--- config.mk ---
export PLATFORM = sky130hd
export DESIGN_NAME = sum_checksum_frame_receiver
export DESIGN_NICKNAME = d
export VERILOG_FILES = /design/src/sv/scfr_pkg.sv /design/src/sv/scfr_ram.sv /design/src/sv/sum_checksum_frame_receiver.sv
export VERILOG_INCLUDE_DIRS = /design/src /design/src/sv
export SDC_FILE = /design/constraint.sdc
export NUM_CORES = 1
export LEC_CHECK = 0
export ABC_AREA = 1
export ABC_CLOCK_PERIOD_IN_PS = 19980
export BUFFER_PORTS_ARGS = -buffer_cell sky130_fd_sc_hd__buf_2
export CAP_MARGIN = 15
export CELL_PAD_IN_SITES_DETAIL_PLACEMENT = 1
export CELL_PAD_IN_SITES_GLOBAL_PLACEMENT = 2
export CORE_MARGIN = 2
export CORE_UTILIZATION = 30
export DETAILED_ROUTE_END_ITERATION = 10
export MAX_ROUTING_LAYER = met4
export PLACE_DENSITY = 0.6
export SLEW_MARGIN = 25
export SYNTH_ARGS = -nofsm -noshare
export SYNTH_HDL_FRONTEND = slang
export SYNTH_SLANG_ARGS = --single-unit
--- constraint.sdc ---
create_clock -name clk -period 19.98 [get_ports clk]
set_clock_uncertainty 0.15 [all_clocks]
set_input_delay 3.996 -clock clk [delete_from_list [all_inputs] [get_ports clk]]
set_output_delay 3.996 -clock clk [all_outputs]
set_load 0.005 [all_outputs]
--- src/sv/sum_checksum_frame_receiver_macros.svh ---
// ---------------------------------------------------------------------------
// sum checksum frame receiver: assertion macros
// concurrent checks on the rising clock edge, empty in synthesis
// ---------------------------------------------------------------------------
`ifndef SUM_CHECKSUM_FRAME_RECEIVER_MACROS_SVH
`define SUM_CHECKSUM_FRAME_RECEIVER_MACROS_SVH

`ifndef SYNTHESIS
// property must hold at every edge outside reset
`define SCFR_ASSERT(lbl, clk, rst, prop, msg) \
  lbl: assert property (@(posedge clk) disable iff (rst) prop) else $error(msg);
// condition must never be seen outside reset
`define SCFR_ASSERT_NEVER(lbl, clk, rst, cond, msg) \
  lbl: assert property (@(posedge clk) disable iff (rst) !(cond)) else $error(msg);
`else
`define SCFR_ASSERT(lbl, clk, rst, prop, msg)
`define SCFR_ASSERT_NEVER(lbl, clk, rst, cond, msg)
`endif

`endif

--- src/sv/scfr_pkg.sv ---
// ---------------------------------------------------------------------------
// sum checksum frame receiver package
// status codes, receiver states, result layout and start bytes
// ---------------------------------------------------------------------------
`default_nettype none

package scfr_pkg;

  // result kinds, carried on tuser
  typedef enum logic [1:0] {
    STATUS_PAYLOAD  = 2'd0,
    STATUS_BAD_SUM  = 2'd1,
    STATUS_ZERO_LEN = 2'd2,
    STATUS_TOO_LONG = 2'd3
  } status_t;

  // receiver phases plus the two replay steps
  typedef enum logic [5:0] {
    S_HUNT = 6'b000001,
    S_SIZE = 6'b000010,
    S_DATA = 6'b000100,
    S_SUM  = 6'b001000,
    S_RD   = 6'b010000,
    S_EMIT = 6'b100000
  } state_t;

  // tdata fields of one result, first field in the highest bits
  typedef struct packed {
    logic [15:0] bad_frames;
    logic [15:0] good_frames;
    logic [7:0]  sum_computed;
    logic [7:0]  sum_received;
    logic [5:0]  byte_index;
    logic [7:0]  payload_byte;
  } result_t;

  localparam int RESULT_W = $bits(result_t);
  localparam int TDATA_W  = 64;

  localparam logic [7:0] START_B = 8'h62;
  localparam logic [7:0] START_A = 8'h61;

endpackage

`default_nettype wire

--- src/sv/scfr_ram.sv ---
// ---------------------------------------------------------------------------
// generic single-port-write ram
// one write port, one read port, read data registered on read enable
// ---------------------------------------------------------------------------
`default_nettype none

module scfr_ram #(
  parameter int WIDTH = 8,
  parameter int DEPTH = 64,
  parameter int AW    = (DEPTH > 1) ? $clog2(DEPTH) : 1
) (
  input  wire logic             clk,
  input  wire logic             we,
  input  wire logic [AW-1:0]    waddr,
  input  wire logic [WIDTH-1:0] wdata,
  input  wire logic             re,
  input  wire logic [AW-1:0]    raddr,
  output logic      [WIDTH-1:0] rdata
);

  logic [WIDTH-1:0] mem [DEPTH];

  always_ff @(posedge clk) begin
    if (we) begin
      mem[waddr] <= wdata;
    end
    if (re) begin
      rdata <= mem[raddr];
    end
  end

endmodule

`default_nettype wire

--- src/sv/sum_checksum_frame_receiver.sv ---
// ---------------------------------------------------------------------------
// sum checksum frame receiver
// length-prefixed serial frames with an 8-bit additive checksum; good
// frames are replayed byte by byte from a payload ram
// ---------------------------------------------------------------------------
//
// channel  dir  tdata (low bit up)                          tuser   tlast
// s_axis   in   rx_byte                                     -       -
// m_axis   out  payload_byte, byte_index, sum_received,     status  last
//               sum_computed, good_frames, bad_frames, pad
//
// length and checksum bytes wait for the output register to be free, start
// and payload bytes never wait
// a good frame replays each payload byte as a ram read, then the output
// register load once it has room (single read port of the payload ram)
// no input is taken while a replay runs
// reset is synchronous and clears control state and counters only; the
// payload ram is not cleared, a replay reads only entries of its own frame
// ---------------------------------------------------------------------------
`default_nettype none

`include "sum_checksum_frame_receiver_macros.svh"

module sum_checksum_frame_receiver #(
  parameter int MAX_PAYLOAD = 64
) (
  input  wire logic       clk,
  input  wire logic       rst,
  // input request: one received byte
  input  wire logic       s_axis_tvalid,
  output logic            s_axis_tready,
  input  wire logic [7:0] s_axis_tdata,   // rx_byte
  // output request: one result
  output logic            m_axis_tvalid,
  input  wire logic       m_axis_tready,
  output logic [scfr_pkg::TDATA_W-1:0] m_axis_tdata, // payload_byte, byte_index,
                                                     // sum_received, sum_computed,
                                                     // good_frames, bad_frames
  output logic [1:0]      m_axis_tuser,   // status
  output logic            m_axis_tlast    // last
);

  localparam int AW = (MAX_PAYLOAD > 1) ? $clog2(MAX_PAYLOAD) : 1;
  localparam logic [7:0] MAX_LEN = 8'(MAX_PAYLOAD);

  scfr_pkg::state_t  state;
  logic [6:0]        frame_length;   // bytes in the current frame
  logic [6:0]        bytes_stored;   // payload bytes written so far
  logic [7:0]        running_sum;    // wrapping sum of start, length, payload
  logic [7:0]        sum_rx;         // checksum byte of the frame
  logic [15:0]       good_count;
  logic [15:0]       bad_count;
  logic [6:0]        rd_idx;         // replay position

  // output register, parts the two sides
  logic              out_valid;
  scfr_pkg::status_t out_status;
  logic              out_last;
  scfr_pkg::result_t out_res;

  logic       in_acc;
  logic       out_free;
  logic       out_load;
  logic       is_start;
  logic       len_bad;
  logic       sum_match;
  logic       ram_we;
  logic       ram_re;
  logic [7:0] ram_rdata;
  logic       replay_last;

  assign in_acc   = s_axis_tvalid & s_axis_tready;
  assign out_free = ~out_valid | m_axis_tready;
  assign is_start = (s_axis_tdata == scfr_pkg::START_B) ||
                    (s_axis_tdata == scfr_pkg::START_A);
  assign len_bad  = (s_axis_tdata == 8'd0) || (s_axis_tdata > MAX_LEN);
  assign sum_match   = (running_sum == s_axis_tdata);
  assign replay_last = ((rd_idx + 7'd1) == frame_length);

  // hunting and payload bytes never raise a result, so they need no room
  always_comb begin
    case (state)
      scfr_pkg::S_HUNT, scfr_pkg::S_DATA: s_axis_tready = 1'b1;
      scfr_pkg::S_SIZE, scfr_pkg::S_SUM:  s_axis_tready = out_free;
      default:                            s_axis_tready = 1'b0;
    endcase
  end

  // a new result enters the output register
  always_comb begin
    case (state)
      scfr_pkg::S_SIZE: out_load = in_acc && len_bad;
      scfr_pkg::S_SUM:  out_load = in_acc && !sum_match;
      scfr_pkg::S_EMIT: out_load = out_free;
      default:          out_load = 1'b0;
    endcase
  end

  // store writes happen while receiving, reads only after the checksum byte,
  // so the same entry is never written and read in one cycle
  assign ram_we = (state == scfr_pkg::S_DATA) && in_acc;
  assign ram_re = (state == scfr_pkg::S_RD);

  scfr_ram #(
    .WIDTH (8),
    .DEPTH (MAX_PAYLOAD),
    .AW    (AW)
  ) u_payload_ram (
    .clk   (clk),
    .we    (ram_we),
    .waddr (bytes_stored[AW-1:0]),
    .wdata (s_axis_tdata),
    .re    (ram_re),
    .raddr (rd_idx[AW-1:0]),
    .rdata (ram_rdata)
  );

  always_ff @(posedge clk) begin
    if (rst) begin
      state        <= scfr_pkg::S_HUNT;
      frame_length <= 7'd0;
      bytes_stored <= 7'd0;
      running_sum  <= 8'd0;
      good_count   <= 16'd0;
      bad_count    <= 16'd0;
      rd_idx       <= 7'd0;
      out_valid    <= 1'b0;
    end else begin
      // result loaded, or taken downstream
      if (out_load) begin
        out_valid <= 1'b1;
      end else if (m_axis_tready) begin
        out_valid <= 1'b0;
      end
      case (state)
        scfr_pkg::S_HUNT: begin
          if (in_acc && is_start) begin
            running_sum  <= s_axis_tdata;
            bytes_stored <= 7'd0;
            state        <= scfr_pkg::S_SIZE;
          end
        end
        scfr_pkg::S_SIZE: begin
          if (in_acc) begin
            if (len_bad) begin
              // empty or oversized frame: report and drop
              out_status <= (s_axis_tdata == 8'd0) ? scfr_pkg::STATUS_ZERO_LEN
                                                   : scfr_pkg::STATUS_TOO_LONG;
              out_last   <= 1'b1;
              out_res.payload_byte <= 8'd0;
              out_res.byte_index   <= 6'd0;
              out_res.sum_received <= 8'd0;
              out_res.sum_computed <= 8'd0;
              out_res.good_frames  <= good_count;
              out_res.bad_frames   <= bad_count;
              state      <= scfr_pkg::S_HUNT;
            end else begin
              frame_length <= s_axis_tdata[6:0];
              running_sum  <= running_sum + s_axis_tdata;
              state        <= scfr_pkg::S_DATA;
            end
          end
        end
        scfr_pkg::S_DATA: begin
          if (in_acc) begin
            running_sum  <= running_sum + s_axis_tdata;
            bytes_stored <= bytes_stored + 7'd1;
            if ((bytes_stored + 7'd1) >= frame_length) begin
              state <= scfr_pkg::S_SUM;
            end
          end
        end
        scfr_pkg::S_SUM: begin
          if (in_acc) begin
            sum_rx <= s_axis_tdata;
            if (sum_match) begin
              good_count <= good_count + 16'd1;
              rd_idx     <= 7'd0;
              state      <= scfr_pkg::S_RD;
            end else begin
              bad_count  <= bad_count + 16'd1;
              out_status <= scfr_pkg::STATUS_BAD_SUM;
              out_last   <= 1'b1;
              out_res.payload_byte <= 8'd0;
              out_res.byte_index   <= 6'd0;
              out_res.sum_received <= s_axis_tdata;
              out_res.sum_computed <= running_sum;
              out_res.good_frames  <= good_count;
              out_res.bad_frames   <= bad_count + 16'd1;
              state      <= scfr_pkg::S_HUNT;
            end
          end
        end
        scfr_pkg::S_RD: begin
          // ram read issued this cycle, data ready next cycle
          state <= scfr_pkg::S_EMIT;
        end
        scfr_pkg::S_EMIT: begin
          // ram output holds until the output register has room
          if (out_free) begin
            out_status <= scfr_pkg::STATUS_PAYLOAD;
            out_last   <= replay_last;
            out_res.payload_byte <= ram_rdata;
            out_res.byte_index   <= rd_idx[5:0];
            out_res.sum_received <= sum_rx;
            out_res.sum_computed <= running_sum;
            out_res.good_frames  <= good_count;
            out_res.bad_frames   <= bad_count;
            rd_idx     <= rd_idx + 7'd1;
            state      <= replay_last ? scfr_pkg::S_HUNT : scfr_pkg::S_RD;
          end
        end
        default: begin
          state <= scfr_pkg::S_HUNT;
        end
      endcase
    end
  end

  assign m_axis_tvalid = out_valid;
  assign m_axis_tdata  = {(scfr_pkg::TDATA_W - scfr_pkg::RESULT_W)'(0), out_res};
  assign m_axis_tuser  = out_status;
  assign m_axis_tlast  = out_last;

  // no byte is taken while a good frame is replayed
  `SCFR_ASSERT(a_no_input_in_replay, clk, rst,
    (state == scfr_pkg::S_RD || state == scfr_pkg::S_EMIT) |-> !s_axis_tready,
    "input taken during replay")
  // writes stay inside the announced frame length
  `SCFR_ASSERT(a_write_in_frame, clk, rst,
    ram_we |-> (bytes_stored < frame_length),
    "payload write beyond frame length")
  // replay reads only entries written in this frame
  `SCFR_ASSERT(a_read_in_frame, clk, rst,
    ram_re |-> (rd_idx < frame_length),
    "payload read beyond frame length")
  // a payload read never coincides with a payload write
  `SCFR_ASSERT_NEVER(a_no_rw_overlap, clk, rst,
    ram_we && ram_re,
    "payload ram read and write in one cycle")
  // the last replayed byte is the final byte of the frame
  `SCFR_ASSERT(a_last_at_end, clk, rst,
    (out_valid && out_status == scfr_pkg::STATUS_PAYLOAD && out_last) |->
      ({1'b0, out_res.byte_index} == (frame_length - 7'd1)),
    "last flag not on final payload byte")

endmodule

`default_nettype wire
Word level (Yosys, flattened, before mapping)
Memories as Yosys holds them, arrays and structs flattened. A register that Yosys moved wholly into a read port is not among the register bits. Cells that the tools add are included. W data, S select, Z words.

Bits in registers: 141. RAM bits: 512. Bits of input ports: 12. Memories: 1.

Memories: u_payload_ram.mem (words 64, width 8, read ports 1, clocked after memory_dff 1, wr ports 1, line scfr_ram.sv:21) `logic [WIDTH-1:0] mem [DEPTH];`.

Add/sub/neg operators: 5. $lt $le $gt $ge: 2. Eq/ne operators: 20. Muxes and demuxes: 47. Bitwise gates (word level): 6. Reductions and logical operators: 24.

Operator list (number): $mux W62 (5); $pmux W62 S3 (1); $mux W6 (6); $pmux W6 S6 (1); $mux W7 (5); $add A16 B1 Y16 const B (2); $mux W8 (4); $pmux W7 S2 (2); $pmux W8 S3 (1); $ne A2 B2 Y1 const B (9); $eq A8 B7 Y1 const B (2); $reduce_and A3 Y1 (5); $add A7 B1 Y7 const B (2); $mux W1 (10); $mux W2 (5); $mux W5 (2); $add A8 B8 Y8 (1); $eq A8 B8 Y1 (1); $gt A8 B7 Y1 const B (1); $logic_not A8 Y1 (1); $eq A7 B7 Y1 (1); $ge A7 B7 Y1 (1); $reduce_and A7 Y1 (1); $eq A6 B1 Y1 const B (1); other kinds (22) (34).

Logic depth before layout (Yosys ltp)
Word-level depth: 7. Depth in mapped cells: 17.

Cells and area by module
From an unflattened synthesis, not the netlist that was laid out.

Cells, all modules: 2635. Area total of the unflattened synthesis: 28369.7 sq um.

By module, submodules not included: scfr_ram (instances 1, cells each 1805, area each 21419.3 sq um, sequential area each 15615.0 sq um); sum_checksum_frame_receiver (instances 1, cells each 830, area each 6950.4 sq um, sequential area each 3553.4 sq um).

Worst setup path before layout
Ideal clock, no wire load.

Kind: input -> register. Start point: input port s_axis_tdata[3]. End point: register out_res, in the netlist m_axis_tdata[0], enable pin. Library setup time: 568 ps. Arrival: 9230 ps. Slack: 10032 ps. Stages: 7. Buffers on the path: 0. Cells stage by stage: ha_1 -> inv_1 -> nand3_1 -> nor3_4 -> nand2_1 -> nand3_1 -> nor3_1.

Longest elaborated chain between the ends: 4.

Ends and longest elaborated chain: start, declared (line sum_checksum_frame_receiver.sv:32) `input wire logic [7:0] s_axis_tdata,`; $gt A8 B7 Y1 / $logic_not A8 Y1 (equally long branches) (line sum_checksum_frame_receiver.sv:76) `assign len_bad = (s_axis_tdata == 8'd0) || (s_axis_tdata > MAX_LEN);`; $logic_or A1 B1 Y1 (line sum_checksum_frame_receiver.sv:76); $ne A2 B2 Y1 (no source line); $reduce_and A7 Y1 (no source line) *; end, declared (line sum_checksum_frame_receiver.sv:59) `scfr_pkg::result_t out_res;`.

Mark *: on every way between the ends. The rest lies on a longest branch, timed or not. A chain may end at the register's enable or synchronous reset.

Final worst setup path
Start point: input port m_axis_tready. End point: output port s_axis_tready.

Longest elaborated chain between the ends: 2.

Ends and longest elaborated chain: start, declared (line sum_checksum_frame_receiver.sv:35) `input wire logic m_axis_tready,`; $or A1 B1 Y1 (line sum_checksum_frame_receiver.sv:73) `assign out_free = ~out_valid | m_axis_tready;`; $pmux W1 S2 (line sum_checksum_frame_receiver.sv:82) `case (state)`; end, declared (line sum_checksum_frame_receiver.sv:31) `output logic s_axis_tready,`.

Every way passes these cells.

==> results.yml <==
worst_setup_path:
  r2r-start: "state[5]"
  critPathMaxFanout: 4
  ff2ff_path_depth: 7
  worstPathArrival_ns: 4.73
  required_ns: 15.83
  end_kind: "primary output"
  rr_endpoint: "u_payload_ram.mem[17][1]"
  worstSetupPathType: "primary input to primary output"
  r2r_slack_ns: 16.15
  cp-start-kind: "primary input"
pwr:
  seqPwrFrac_pct: 50.6
  p_leak_nw: 10.5
  switchingPower_mw: 0.698
  irDropWorstVdd_uv: 55.3
  p_int_mw: 2.31
  pwr-share-comb_pct: 5.4
  p_per_area_nw_per_um2: 96.2
  switching_share_pct: 23.2
  clockPowerShare_pct: 44.0
min_path:
  min-delay-path-class: "flip-flop to flip-flop"
  min_to: "m_axis_tdata[32]"
  min_from: "good_count[2]"
  hold-path-cell-count: 0
global_routing:
  grt-ovfl-total: 0
  grt_pass1_vias: 19400
  grt.total_usage_pct: 18.0
  grt_max_degree: 182
  antenna_found_initial: 0
  grt_pass1_wl_um: 124000
die:
  start_util_pct: 30.4
  die_h_um: 306
  fp.dieW_um: 306
  coreArea_um2: 90300
  floorplan.rows: 110
  ios: 81
  fp.dieArea_um2: 93800
route:
  wl_per_cell_um: 22.4
  first_iter_violations: 1220
  drtPass1Iterations: 5
  route.detailed.drc: 0
  postRouteAntennaNets: 0
  viasPerCell: 5.06
  routed_wl_um: 81900
  num_vias: 18500
run_status:
  status: "finished clean"
clock_tree:
  tritoncts: "done"
  cts_root_buf: "clkbuf_16"
  cts.sinks: 661
  htreeDepth: 3
  cts_buffer_depth: 3
  cts_hold_buf: 0
  ctsResizeCount: 0
  clk_pin_slew_ns: 0.05
  cts_buffers: 76
  postCtsSetupRepairBufs: 0
  clock_latency_ns: 0.64
timing:
  max_slew.worst_pin.slew_ns: 1.02
  setup_violations: 0
  final.period_utilization_pct: 44.4
  finalHoldViolCount: 0
  fmax_ghz: 0.113
  relSlewSlack_pct: 31.9
  tns_ns: 0
  rsz0062_at_grt: "no"
  maxSlewViolCount: 0
  period_minus_slack_ns: 8.87
placement:
  port_buffers: 78
  hpwlAfterDp_um: 47900
  dpl-instance-area_um2: 28900
  gp_congestion: 0.770
logic_synthesis:
  postSynthCellCount: 2367
  synth_ff_type: "edfxtp_1"
  synthSimpleGateAreaFrac_pct: 12.7
  synthArstFlopShare_pct: 0
  synth_edf_count: 593
  syn_area_per_cell_um2: 11.6
  synth_xor_area_share_pct: 0.959
  ys_types: 44
  ys_ff_latch: 661
  syn_area_um2: 27400
  synth_compound_area_share_pct: 11.9
  synth-adder-area-share_pct: 0.895
  synth_top_family_by_area: "simple AND/OR/NAND/NOR gates"
  synthMuxAreaShare_pct: 0
  ys_seq_area_share_pct: 69.9
  yosysWarningCount: 0
finish:
  final_cell_mix: "593 x edfxtp_1, 432 x nor2_1, 303 x o21ai_0"
  num-fill-cells: 9739
  drive_gt1_share_pct: 9.75
  diodes: 0
  syn2layout_area_growth_pct: 14.1
  final_area_um2: 31300
  final_common_cell: "edfxtp_1"
  nNetsFinal: 2448
flow_run:
  cap_viol_max_count: 0
## cells by family (layout without fill, tap and decap cells)
kind of cell | count (synthesis) | after routing
XOR/XNOR | 30 | 30
AND/OR/NAND/NOR | 842 | 842
flip-flops | 661 | 661
buffers and inverters | 251 | 356
other | 1 | 2
AO/OA/AOI/OAI | 563 | 563
adder cells (fa/ha/maj) | 19 | 19
## Yosys cell counts (2+ instances only)
cell type  number  share of area (%)
buf_1           7              0.096
edfxtp_1      593                 65
buf_6           2              0.082
nand2_1       239                3.3
clkbuf_1       98                1.3
a211oi_2        2              0.091
clkinv_2        2              0.037
nor3_1         19               0.35
nand3_2         5               0.18
dfxtp_1        68                5.0
xor2_1         28               0.89
o21ai_0       303                5.5
nand2_4         2              0.082
nor4_1          4              0.091
o22ai_1        56                1.3
nand4_1         9               0.21
nand2_2         6               0.14
buf_2          23               0.42
o221ai_1       32                1.0
inv_1         107                1.5
buf_4           3              0.082
inv_2           5              0.068
a22o_1          2              0.064
nand3_1       120                2.2
ha_1           18               0.82
nor2_1        433                5.9
xnor2_1         2              0.064
clkinv_1        4              0.055
o211ai_1       81                2.2
o21ai_1         6               0.11
a21oi_1        75                1.4
## critical path: stages
cell and delay [ns]:
buf_2 0.11, nor2_1 0.16, inv_1 0.10, nand2_2 0.12, nand2_2 0.09, buf_2 0.15
## metal layers
| layer | global-route usage [%] | vias to the layer above | part of all wire [%] |
|---|---|---|---|
| li1 | - | 8613 | - |
| met1 | 23.9 | 9390 | 46 |
| met2 | 29.0 | 319 | 48 |
| met3 | 2.42 | 133 | 3.3 |
| met4 | 4.96 | 0 | 2.6 |
| met5 | - | - | 0 |
## flip-flops by register name (all words and copies together), names as in the netlist
signal	flops
bad_count	16
u_payload_ram.mem	512
sum_rx	8
state	6
m_axis_tlast	1
m_axis_tdata	62
m_axis_tuser	2
good_count	16
bytes_stored	7
frame_length	7
running_sum	8
m_axis_tvalid	1
u_payload_ram.rdata	8
rd_idx	7
## area by class of cell
cell class | instances | area (µm²) | share of cell area, %
multi-input cells | 1456 | 7250 | 23.2
inverters | 118 | 457 | 1.46
clock buffers | 93 | 1970 | 6.29
repair buffers | 104 | 598 | 1.91
flip-flops and latches | 661 | 19200 | 61.3
clock inverters | 41 | 345 | 1.10
well taps | 1176 | 1470 | 4.71
## worst max-delay path by stage
stage / startpoint / end / slack, ns / depth (start not counted)
after floorplan: s_axis_tdata[3] / m_axis_tdata[0] / 10.03 / 7
after global placement: m_axis_tready / s_axis_tready / 11.09 / 6
after detailed placement: m_axis_tready / s_axis_tready / 11.08 / 6
after CTS: m_axis_tready / s_axis_tready / 11.08 / 6
after global routing: m_axis_tready / s_axis_tready / 11.04 / 6
final: m_axis_tready / s_axis_tready / 11.11 / 6
## power by group through the flow
stage	sequential, mW	clock [mW]	combinational, mW
floorplan	1.55	0	0.103
global placement	1.55	0	0.164
detailed placement	1.55	0	0.167
CTS	1.52	1.36	0.168
global route	1.52	1.40	0.188
finish	1.52	1.32	0.163
## metrics by stage
step	util [%]	cells	total power, mW	hold slack (ns)	setup WS (ns)
5_1_grt	34.6	3649	3.11	0.344	11.04
6_report	34.6	3649	3.01	0.329	11.11
3_5_place_dp	32.1	3515	1.72	0.320	11.08
2_1_floorplan	-	2368	1.65	0.280	10.03
4_1_cts	34.6	3649	3.05	0.329	11.08
3_3_place_gp	32.1	3515	1.71	0.313	11.09
No activity file was read; power rests on OpenSTA's default activity.
